`config.mk`:
```
export PLATFORM = sky130hd
export DESIGN_NAME = nearest_jet_delta_r_matcher_unit_flat
export DESIGN_NICKNAME = d
export VERILOG_FILES = /design/src/rtl/njdr_pkg.sv /design/src/rtl/njdr_jet_if.sv /design/src/rtl/njdr_res_if.sv /design/src/rtl/nearest_jet_delta_r_matcher_unit.sv /design/src/flat_wrapper.sv
export SDC_FILE = /design/constraint.sdc
export NUM_CORES = 2
export LEC_CHECK = 0
export ABC_AREA = 1
export BUFFER_PORTS_ARGS = -buffer_cell sky130_fd_sc_hd__buf_2
export CELL_PAD_IN_SITES_DETAIL_PLACEMENT = 1
export CELL_PAD_IN_SITES_GLOBAL_PLACEMENT = 1
export CORE_MARGIN = 10
export CORE_UTILIZATION = 50
export CTS_CLUSTER_SIZE = 16
export DETAILED_ROUTE_END_ITERATION = 7
export HOLD_SLACK_MARGIN = 0.02
export PLACE_DENSITY = 0.82
export SLEW_MARGIN = 20
export SYNTH_ARGS = -nofsm -noshare
export SYNTH_HDL_FRONTEND = slang
export SYNTH_SLANG_ARGS = --single-unit
```
`constraint.sdc`:
```
create_clock -name i_clk -period 14.8 [get_ports i_clk]
set_clock_uncertainty 0.05 [all_clocks]
set_input_delay 0 -clock i_clk [delete_from_list [all_inputs] [get_ports i_clk]]
set_output_delay 0 -clock i_clk [all_outputs]
set_load 0.05 [all_outputs]
```
`src/rtl/njdr_pkg.sv`:
```
// Package for the nearest-jet delta-R matcher.
// Field widths, register map codes and shared types; no dependencies.
package njdr_pkg;

    localparam int ETA_W     = 12;
    localparam int PHI_W     = 11;
    localparam int DIST_W    = 30;
    localparam int POS_W     = 10;
    localparam int REF_NUM_W = 2;
    localparam int NUM_REFS  = 3;
    // eta difference squared stays below 2^24, phi difference squared below 2^22
    localparam int SQ_W      = 25;
    localparam int APB_AW    = 5;
    localparam int APB_DW    = 32;

    localparam logic [DIST_W-1:0] LIMIT_RESET = 30'd642318336;

    typedef logic signed [ETA_W-1:0] t_eta;
    typedef logic signed [PHI_W-1:0] t_phi;
    typedef logic [DIST_W-1:0]       t_dist;
    typedef logic [POS_W-1:0]        t_pos;

    typedef enum logic [2:0] {
        REG_REF1_ETA  = 3'd0,
        REG_REF1_PHI  = 3'd1,
        REG_REF2_ETA  = 3'd2,
        REG_REF2_PHI  = 3'd3,
        REG_REF3_ETA  = 3'd4,
        REG_REF3_PHI  = 3'd5,
        REG_REF3_EN   = 3'd6,
        REG_MAX_DIST  = 3'd7
    } t_reg_idx;

endpackage

```
`src/rtl/njdr_jet_if.sv`:
```
// Jet input channel: valid/ready handshake carrying one jet per transaction.
// Depends on njdr_pkg.
interface njdr_jet_if import njdr_pkg::*; ();
    logic valid;
    logic ready;
    t_eta jet_eta;
    t_phi jet_phi;
    logic last_jet;

    modport source (output valid, jet_eta, jet_phi, last_jet, input ready);
    modport sink   (input valid, jet_eta, jet_phi, last_jet, output ready);
endinterface

```
`src/rtl/njdr_res_if.sv`:
```
// Result output channel: valid/ready handshake carrying one match result.
// Depends on njdr_pkg.
interface njdr_res_if import njdr_pkg::*; ();
    logic                 valid;
    logic                 ready;
    logic [REF_NUM_W-1:0] reference_number;
    logic                 matched;
    t_pos                 jet_position;
    t_dist                distance_sq;
    logic                 last_result;

    modport source (output valid, reference_number, matched, jet_position,
                    distance_sq, last_result, input ready);
    modport sink   (input valid, reference_number, matched, jet_position,
                    distance_sq, last_result, output ready);
endinterface

```
`src/rtl/nearest_jet_delta_r_matcher_unit.sv`:
```
// Top level of the nearest-jet delta-R matcher.
// Depends on njdr_pkg, njdr_jet_if and njdr_res_if.
//
// Usage:
//   i_jet carries one jet per transaction (eta, phi, last_jet flag). For each
//   of three reference directions the block keeps the earliest jet with the
//   strictly smallest squared eta-phi distance below max_distance_sq.
//   After the jet flagged last_jet, o_res delivers three transactions, one per
//   reference in order 0, 1, 2, the third with last_result set.
//   The APB port holds the references, the third-reference enable and the
//   squared distance limit; write it only while no event is in flight.
// Timing:
//   Stage one registers the three squared distances of an accepted jet; stage
//   two compares them against the running best and updates the event state.
//   One jet is accepted every cycle unless a flagged jet is waiting (below).
//   The first result of an event is valid the cycle after the flagged jet
//   leaves stage one; the three results then leave one per cycle, while
//   o_res is ready, from a result buffer.
//   The buffer holds one event, so a flagged jet that reaches stage two while
//   the previous event's results are still draining waits there, and i_jet
//   stalls behind it. A stalled receiver only delays further flagged jets.
// Reset: synchronous active-low i_rst_n clears configuration to its defaults,
//   empties both stages and the result buffer, and clears the event state.
module nearest_jet_delta_r_matcher_unit
    import njdr_pkg::*;
#(
    parameter int MAX_JETS = 1024
) (
    input  logic              i_clk,
    input  logic              i_rst_n,
    njdr_jet_if.sink          i_jet,
    njdr_res_if.source        o_res,
    input  logic              psel,
    input  logic              penable,
    input  logic              pwrite,
    input  logic [APB_AW-1:0] paddr,
    input  logic [APB_DW-1:0] pwdata,
    output logic [APB_DW-1:0] prdata,
    output logic              pready
);

    localparam int CNT_W = $clog2(MAX_JETS + 1);
    localparam logic [CNT_W-1:0] CNT_MAX = CNT_W'(MAX_JETS);

    // configuration
    t_eta        r_ref_eta [NUM_REFS];
    t_phi        r_ref_phi [NUM_REFS];
    logic        r_ref3_en;
    t_dist       r_max_dist;

    // stage one: distances of the accepted jet
    logic        r_s_valid;
    logic        r_s_last;
    t_dist       r_s_dist [NUM_REFS];

    // event state
    logic [NUM_REFS-1:0] r_found;
    t_pos        r_pos  [NUM_REFS];
    t_dist       r_dist [NUM_REFS];
    logic [CNT_W-1:0] r_cnt;

    // result buffer
    logic        r_ob_valid;
    logic [REF_NUM_W-1:0] r_idx;
    logic [NUM_REFS-1:0] r_ob_found;
    t_pos        r_ob_pos  [NUM_REFS];
    t_dist       r_ob_dist [NUM_REFS];

    logic        cfg_wr;
    t_reg_idx    cfg_idx;
    logic        out_take;
    logic        buf_free;
    logic        s_take;
    logic        in_ready;
    logic        cnt_ok;
    t_dist       n_s_dist [NUM_REFS];
    logic [NUM_REFS-1:0] n_found;
    t_pos        n_pos  [NUM_REFS];
    t_dist       n_dist [NUM_REFS];

    // ---------------- configuration port ----------------
    assign pready  = 1'b1;
    assign cfg_wr  = psel && penable && pwrite;
    assign cfg_idx = t_reg_idx'(paddr[APB_AW-1:2]);

    always_ff @(posedge i_clk) begin
        if (!i_rst_n) begin
            for (int r = 0; r < NUM_REFS; r++) begin
                r_ref_eta[r] <= '0;
                r_ref_phi[r] <= '0;
            end
            r_ref3_en  <= 1'b0;
            r_max_dist <= LIMIT_RESET;
        end else if (cfg_wr) begin
            case (cfg_idx)
                REG_REF1_ETA: r_ref_eta[0] <= pwdata[ETA_W-1:0];
                REG_REF1_PHI: r_ref_phi[0] <= pwdata[PHI_W-1:0];
                REG_REF2_ETA: r_ref_eta[1] <= pwdata[ETA_W-1:0];
                REG_REF2_PHI: r_ref_phi[1] <= pwdata[PHI_W-1:0];
                REG_REF3_ETA: r_ref_eta[2] <= pwdata[ETA_W-1:0];
                REG_REF3_PHI: r_ref_phi[2] <= pwdata[PHI_W-1:0];
                REG_REF3_EN:  r_ref3_en    <= pwdata[0];
                REG_MAX_DIST: r_max_dist   <= pwdata[DIST_W-1:0];
                default: ;
            endcase
        end
    end

    always_comb begin
        case (cfg_idx)
            REG_REF1_ETA: prdata = APB_DW'($unsigned(r_ref_eta[0]));
            REG_REF1_PHI: prdata = APB_DW'($unsigned(r_ref_phi[0]));
            REG_REF2_ETA: prdata = APB_DW'($unsigned(r_ref_eta[1]));
            REG_REF2_PHI: prdata = APB_DW'($unsigned(r_ref_phi[1]));
            REG_REF3_ETA: prdata = APB_DW'($unsigned(r_ref_eta[2]));
            REG_REF3_PHI: prdata = APB_DW'($unsigned(r_ref_phi[2]));
            REG_REF3_EN:  prdata = APB_DW'(r_ref3_en);
            REG_MAX_DIST: prdata = APB_DW'(r_max_dist);
            default:      prdata = '0;
        endcase
    end

    // ---------------- handshakes ----------------
    assign out_take    = r_ob_valid && o_res.ready;
    assign buf_free    = !r_ob_valid || (out_take && (r_idx == REF_NUM_W'(NUM_REFS - 1)));
    assign s_take      = r_s_valid && (!r_s_last || buf_free);
    assign in_ready    = !r_s_valid || s_take;
    assign i_jet.ready = in_ready;

    // ---------------- stage one: squared distances ----------------
    always_comb begin
        logic signed [ETA_W:0]     de;
        logic signed [PHI_W:0]     dp;
        logic signed [2*ETA_W+1:0] de_sq;
        logic signed [2*PHI_W+1:0] dp_sq;
        logic [SQ_W-1:0]           sum;
        de    = '0;
        dp    = '0;
        de_sq = '0;
        dp_sq = '0;
        sum   = '0;
        for (int r = 0; r < NUM_REFS; r++) begin
            de    = (ETA_W+1)'(r_ref_eta[r]) - (ETA_W+1)'(i_jet.jet_eta);
            dp    = (PHI_W+1)'(r_ref_phi[r]) - (PHI_W+1)'(i_jet.jet_phi);
            de_sq = de * de;
            dp_sq = dp * dp;
            sum   = SQ_W'(de_sq[2*ETA_W-1:0]) + SQ_W'(dp_sq[2*PHI_W-1:0]);
            n_s_dist[r] = DIST_W'(sum);
        end
    end

    always_ff @(posedge i_clk) begin
        if (!i_rst_n) begin
            r_s_valid <= 1'b0;
        end else if (in_ready) begin
            r_s_valid <= i_jet.valid;
        end
    end

    always_ff @(posedge i_clk) begin
        if (in_ready && i_jet.valid) begin
            r_s_last <= i_jet.last_jet;
            for (int r = 0; r < NUM_REFS; r++) begin
                r_s_dist[r] <= n_s_dist[r];
            end
        end
    end

    // ---------------- stage two: compare and update ----------------
    assign cnt_ok = (r_cnt < CNT_MAX);

    always_comb begin
        logic  en;
        logic  hit;
        t_dist bound;
        en    = 1'b0;
        hit   = 1'b0;
        bound = '0;
        for (int r = 0; r < NUM_REFS; r++) begin
            en    = cnt_ok && ((r != NUM_REFS - 1) || r_ref3_en);
            bound = r_found[r] ? r_dist[r] : r_max_dist;
            hit   = en && (r_s_dist[r] < bound);
            n_found[r] = r_found[r] || hit;
            n_pos[r]   = hit ? POS_W'(r_cnt) : r_pos[r];
            n_dist[r]  = hit ? r_s_dist[r] : r_dist[r];
        end
    end

    always_ff @(posedge i_clk) begin
        if (!i_rst_n) begin
            r_found <= '0;
            r_cnt   <= '0;
        end else if (s_take) begin
            if (r_s_last) begin
                // event closed: clear for the next one
                r_found <= '0;
                r_cnt   <= '0;
            end else begin
                r_found <= n_found;
                if (cnt_ok) begin
                    r_cnt <= r_cnt + 1'b1;
                end
            end
        end
    end

    always_ff @(posedge i_clk) begin
        if (s_take) begin
            for (int r = 0; r < NUM_REFS; r++) begin
                r_pos[r]  <= n_pos[r];
                r_dist[r] <= n_dist[r];
            end
        end
    end

    // ---------------- result buffer ----------------
    always_ff @(posedge i_clk) begin
        if (!i_rst_n) begin
            r_ob_valid <= 1'b0;
            r_idx      <= '0;
        end else if (s_take && r_s_last) begin
            r_ob_valid <= 1'b1;
            r_idx      <= '0;
        end else if (out_take) begin
            if (r_idx == REF_NUM_W'(NUM_REFS - 1)) begin
                r_ob_valid <= 1'b0;
            end else begin
                r_idx <= r_idx + 1'b1;
            end
        end
    end

    always_ff @(posedge i_clk) begin
        if (s_take && r_s_last) begin
            r_ob_found <= n_found;
            for (int r = 0; r < NUM_REFS; r++) begin
                r_ob_pos[r]  <= n_found[r] ? n_pos[r] : '0;
                r_ob_dist[r] <= n_found[r] ? n_dist[r] : '0;
            end
        end
    end

    assign o_res.valid            = r_ob_valid;
    assign o_res.reference_number = r_idx;
    assign o_res.last_result      = (r_idx == REF_NUM_W'(NUM_REFS - 1));

    always_comb begin
        case (r_idx)
            2'd0: begin
                o_res.matched      = r_ob_found[0];
                o_res.jet_position = r_ob_pos[0];
                o_res.distance_sq  = r_ob_dist[0];
            end
            2'd1: begin
                o_res.matched      = r_ob_found[1];
                o_res.jet_position = r_ob_pos[1];
                o_res.distance_sq  = r_ob_dist[1];
            end
            2'd2: begin
                o_res.matched      = r_ob_found[2];
                o_res.jet_position = r_ob_pos[2];
                o_res.distance_sq  = r_ob_dist[2];
            end
            default: begin
                o_res.matched      = 1'b0;
                o_res.jet_position = '0;
                o_res.distance_sq  = '0;
            end
        endcase
    end

endmodule

```
`src/flat_wrapper.sv`:
```
// flat-port wrapper written by rule: the top's interface ports become plain ports
module nearest_jet_delta_r_matcher_unit_flat import njdr_pkg::*;
#(
    parameter int MAX_JETS = 1024
)
  (i_clk, i_rst_n, psel, penable, pwrite, paddr, pwdata, prdata, pready, i_jet_valid, i_jet_jet_eta, i_jet_jet_phi, i_jet_last_jet, i_jet_ready, o_res_valid, o_res_reference_number, o_res_matched, o_res_jet_position, o_res_distance_sq, o_res_last_result, o_res_ready);
  njdr_jet_if i_jet_i ();
  njdr_res_if o_res_i ();
  input  logic i_clk;
  input  logic i_rst_n;
  input  logic psel;
  input  logic penable;
  input  logic pwrite;
  input  logic [APB_AW-1:0] paddr;
  input  logic [APB_DW-1:0] pwdata;
  output logic [APB_DW-1:0] prdata;
  output logic pready;
  input wire logic [$bits(i_jet_i.valid)-1:0] i_jet_valid;
  input wire logic [$bits(i_jet_i.jet_eta)-1:0] i_jet_jet_eta;
  input wire logic [$bits(i_jet_i.jet_phi)-1:0] i_jet_jet_phi;
  input wire logic [$bits(i_jet_i.last_jet)-1:0] i_jet_last_jet;
  output wire logic [$bits(i_jet_i.ready)-1:0] i_jet_ready;
  output wire logic [$bits(o_res_i.valid)-1:0] o_res_valid;
  output wire logic [$bits(o_res_i.reference_number)-1:0] o_res_reference_number;
  output wire logic [$bits(o_res_i.matched)-1:0] o_res_matched;
  output wire logic [$bits(o_res_i.jet_position)-1:0] o_res_jet_position;
  output wire logic [$bits(o_res_i.distance_sq)-1:0] o_res_distance_sq;
  output wire logic [$bits(o_res_i.last_result)-1:0] o_res_last_result;
  input wire logic [$bits(o_res_i.ready)-1:0] o_res_ready;
  assign i_jet_i.valid = i_jet_valid;
  assign i_jet_i.jet_eta = i_jet_jet_eta;
  assign i_jet_i.jet_phi = i_jet_jet_phi;
  assign i_jet_i.last_jet = i_jet_last_jet;
  assign i_jet_ready = i_jet_i.ready;
  assign o_res_valid = o_res_i.valid;
  assign o_res_reference_number = o_res_i.reference_number;
  assign o_res_matched = o_res_i.matched;
  assign o_res_jet_position = o_res_i.jet_position;
  assign o_res_distance_sq = o_res_i.distance_sq;
  assign o_res_last_result = o_res_i.last_result;
  assign o_res_i.ready = o_res_ready;
  nearest_jet_delta_r_matcher_unit #(.MAX_JETS(MAX_JETS)) u_core (.i_clk(i_clk), .i_rst_n(i_rst_n), .i_jet(i_jet_i), .o_res(o_res_i), .psel(psel), .penable(penable), .pwrite(pwrite), .paddr(paddr), .pwdata(pwdata), .prdata(prdata), .pready(pready));
endmodule
```
==> impl_results.md <==
* Overflow after GRT at 0
* Setup Buffers After CTS at 0
* Slew margin rel. at 0.265
* Die width at about 360 um
* TritonCTS Buffers at between 40 and 50
* Non-Filler Instances at 8667
* Final Hold Fails at 0
* Dpl hpwl at between 150 and 200 mm
* Die area at ~130000 um2
* Fin crit period at just under 10000 ps
* Routed length per instance at 21.6 um
* Fin crit share at 0.649
* Avg Inst Size Synth at 8.27 um2
* Vias per inst at 5.48
* Hold path startpoint: i_jet_last_jet
* # Max-Cap Violations at 0
* Crit. End Element: flip-flop
* EDFF count, synth at between 300 and 400
* First-pass GRT wire length at 296 mm
* CTS H-tree lvls at 2
* Synthesis-stage register bit count at around 440
* Core area at 114000 um2
* Antenna-violating nets left at 0
* Crit path DAT at ~10000 ps
* CTS tree: built
* Initial drt markers at 3013
* CTS root buf: clkbuf_16
* Via Count at between 40000 and 50000
* Input/output buffers at between 100 and 150
* Critical path startpoint category: flip-flop
* Register area share after synthesis at 0.219
* Cell Area, Synth at approximately 58000 um2
* Setup violators final at 0
* CTS clk-pin slew, worst paths at 70 ps
* Worst skew pair latency at around 610 ps
* Clock tree buffer depth at 3
* Starting Density at 0.504
* Die height at about 360 um
* Share of layout cells above drive strength 1 at 0.0446
* Crit path required time at 15160 ps
* # placed instances at 8523
* Least-Margin Pin Slew at between 1000 and 1500 ps
* Worst r2r src: u_core.r_ref_eta[0][12]$_DFFE_PP_
* Setup TNS at 0 ps
* WHS at approximately 120 ps
* Gate Count Post-Synth at slightly below 7000
* Worst setup path startpoint: u_core.r_ref_eta[0][12]$_DFFE_PP_
* Vias in the first global route at 52950
* Hold buffer count at cts at between 50 and 60
* I/O Pins at between 100 and 150
* Synth warn at 0
* P&R area growth vs syn at 7.50%
* WL final at roughly 190 mm
* Overall Global Routing Usage at 0.289
* Post_cts resized at 0
* Post-synth top area cell: fa_1
* RSZ-0062 raised after global routing: no
* Biggest cell delay along the critical path at 800 ps
* Synth top area share at 0.259
* Largest net degree at the start of global routing at 78
* Critical path peak fanout at 15
* Async S/R FF share, synth at 0
* Pins Over Slew Limit at 0
* CP Class: flip-flop to flip-flop
* Clock sinks at about 440
* FP Rows at approximately 120
* Drt pass-1 iters at 5
* Worst path slowest cell: fa_1
* Hold crit path type: input port to flip-flop
* Outcome: completed
* Initial antenna violation count at 11
* RePlAce Congestion at 0.945
* Post-layout nets at between 8000 and 9000
* Area contributors post-synth: fa_1, edfxtp_1, ha_1
* Fmax at 0.104 GHz
* Main synth FF type: edfxtp_1
* Drt drc at 0
* Cell variety after synth at 56
==> cell usage in the layout, fill, tap and decap left out, types with 9 or more instances in the layout <==
cell type / n
o21bai_1: 22
edfxtp_1: 388
ha_1: 545
o21ai_1: 10
a22oi_1: 11
clkinv_2: 9
nor2_1: 657
dfxtp_1: 47
xor2_1: 149
a32o_1: 9
inv_2: 14
buf_4: 45
xnor2_1: 91
o21ai_0: 219
a31oi_1: 19
a21o_1: 28
dlygate4sd3_1: 56
nor3_1: 48
or2_2: 19
nand3b_1: 59
clkbuf_16: 45
o21a_1: 12
nand2_1: 1266
buf_2: 139
inv_1: 1741
fa_1: 744
clkinv_1: 17
nand3_1: 226
nand4_1: 85
a21oi_1: 323
==> worst paths after layout <==
kind         slack [ps]                                to  depth (start not counted)
max                5190  u_core.r_s_dist[0][49]$_DFFE_PP_                         37
min                 120         u_core.r_s_last$_DFFE_PP_                          2
max reg2reg        5190  u_core.r_s_dist[0][49]$_DFFE_PP_                         37
min reg2reg         450      u_core.r_cnt[1]$_SDFFE_PN0P_                          2
==> metal layers <==
layer	share of wire	global-route usage	vias to the layer above
met2	0.50	0.508	1309
met4	0.045	0.117	6
met3	0.048	0.0330	377
li1	-	-	21678
met1	0.41	0.358	24141
met5	0.00020	0	-
==> state kept, by name, summed over array words and instances (netlist names) <==
name	flops
u_core.r_s_dist	75
u_core.r_max_dist	30
u_core.r_s_last	1
u_core.o_res.reference_number	2
u_core.o_res.valid	1
u_core.r_ob_pos	30
u_core.r_ob_dist	90
u_core.r_ref_eta	36
u_core.r_found	3
u_core.r_dist	90
u_core.r_ref3_en	1
u_core.r_ref_phi	33
u_core.r_pos	30
u_core.r_s_valid	1
u_core.r_ob_found	3
u_core.r_cnt	11
==> kinds of logic after synthesis <==
family / count (synthesis) / synth area share
AO/OA/AOI/OAI: 702 / 0.0681
adder cells (fa/ha/maj): 1289 / 0.377
other: 2 / 0.000130
buffers and inverters: 1905 / 0.126
flip-flops: 437 / 0.219
XOR/XNOR: 244 / 0.0375
AND/OR/NAND/NOR: 2382 / 0.172
==> area by class of cell <==
| class | count | area, um2 |
|---|---|---|
| multi-input cells | 4623 | 37700 |
| flip-flops and latches | 437 | 12600 |
| fillers | 13910 | 52400 |
| diodes | 5 | 12.5 |
| inverters | 1767 | 6640 |
| clock inverters | 26 | 210 |
| clock buffers | 57 | 1210 |
| repair buffers | 240 | 1590 |
| well taps | 1512 | 1890 |
==> cell usage after synthesis, drive strengths merged (2+ instances only) <==
master,count
o2111ai,8
nor4,3
nand3b,59
o211ai,8
a21o,28
nand2,1272
a21boi,6
conb,2
a22oi,12
or2,19
buf,50
o22ai,3
o21bai,22
edfxtp,388
a31oi,19
o31ai,8
a211oi,5
nor3,51
nand4,85
xor2,153
o21ai,231
nand3,229
dfxtp,49
clkbuf,88
inv,1759
fa,744
a32o,9
nor2,662
clkinv,8
ha,545
a21oi,323
a31o,5
xnor2,91
o21a,12
==> worst max-delay path: cells and delay by family (launching register included) <==
| family | cells | cell delay (ps) |
|---|---|---|
| buf+inv | 6 | 930 |
| compound gates | 6 | 960 |
| xor+xnor | 1 | 220 |
| flops | 1 | 390 |
| fa+ha+maj | 10 | 4480 |
| simple gates | 14 | 2370 |
==> stage by stage <==
stage                     worst slack, ps   util  cell area (um2)
final                                5190  0.541            61900
after global routing                 4500  0.541            61900
after CTS                            5230  0.541            61900
after detailed placement             5290  0.524            59900
after global placement               5470  0.524            59900
after floorplan                      6910      -            57600
Power is not shown: default switching activity piles up to over one toggle a cycle in this logic, so the estimate is an artifact.
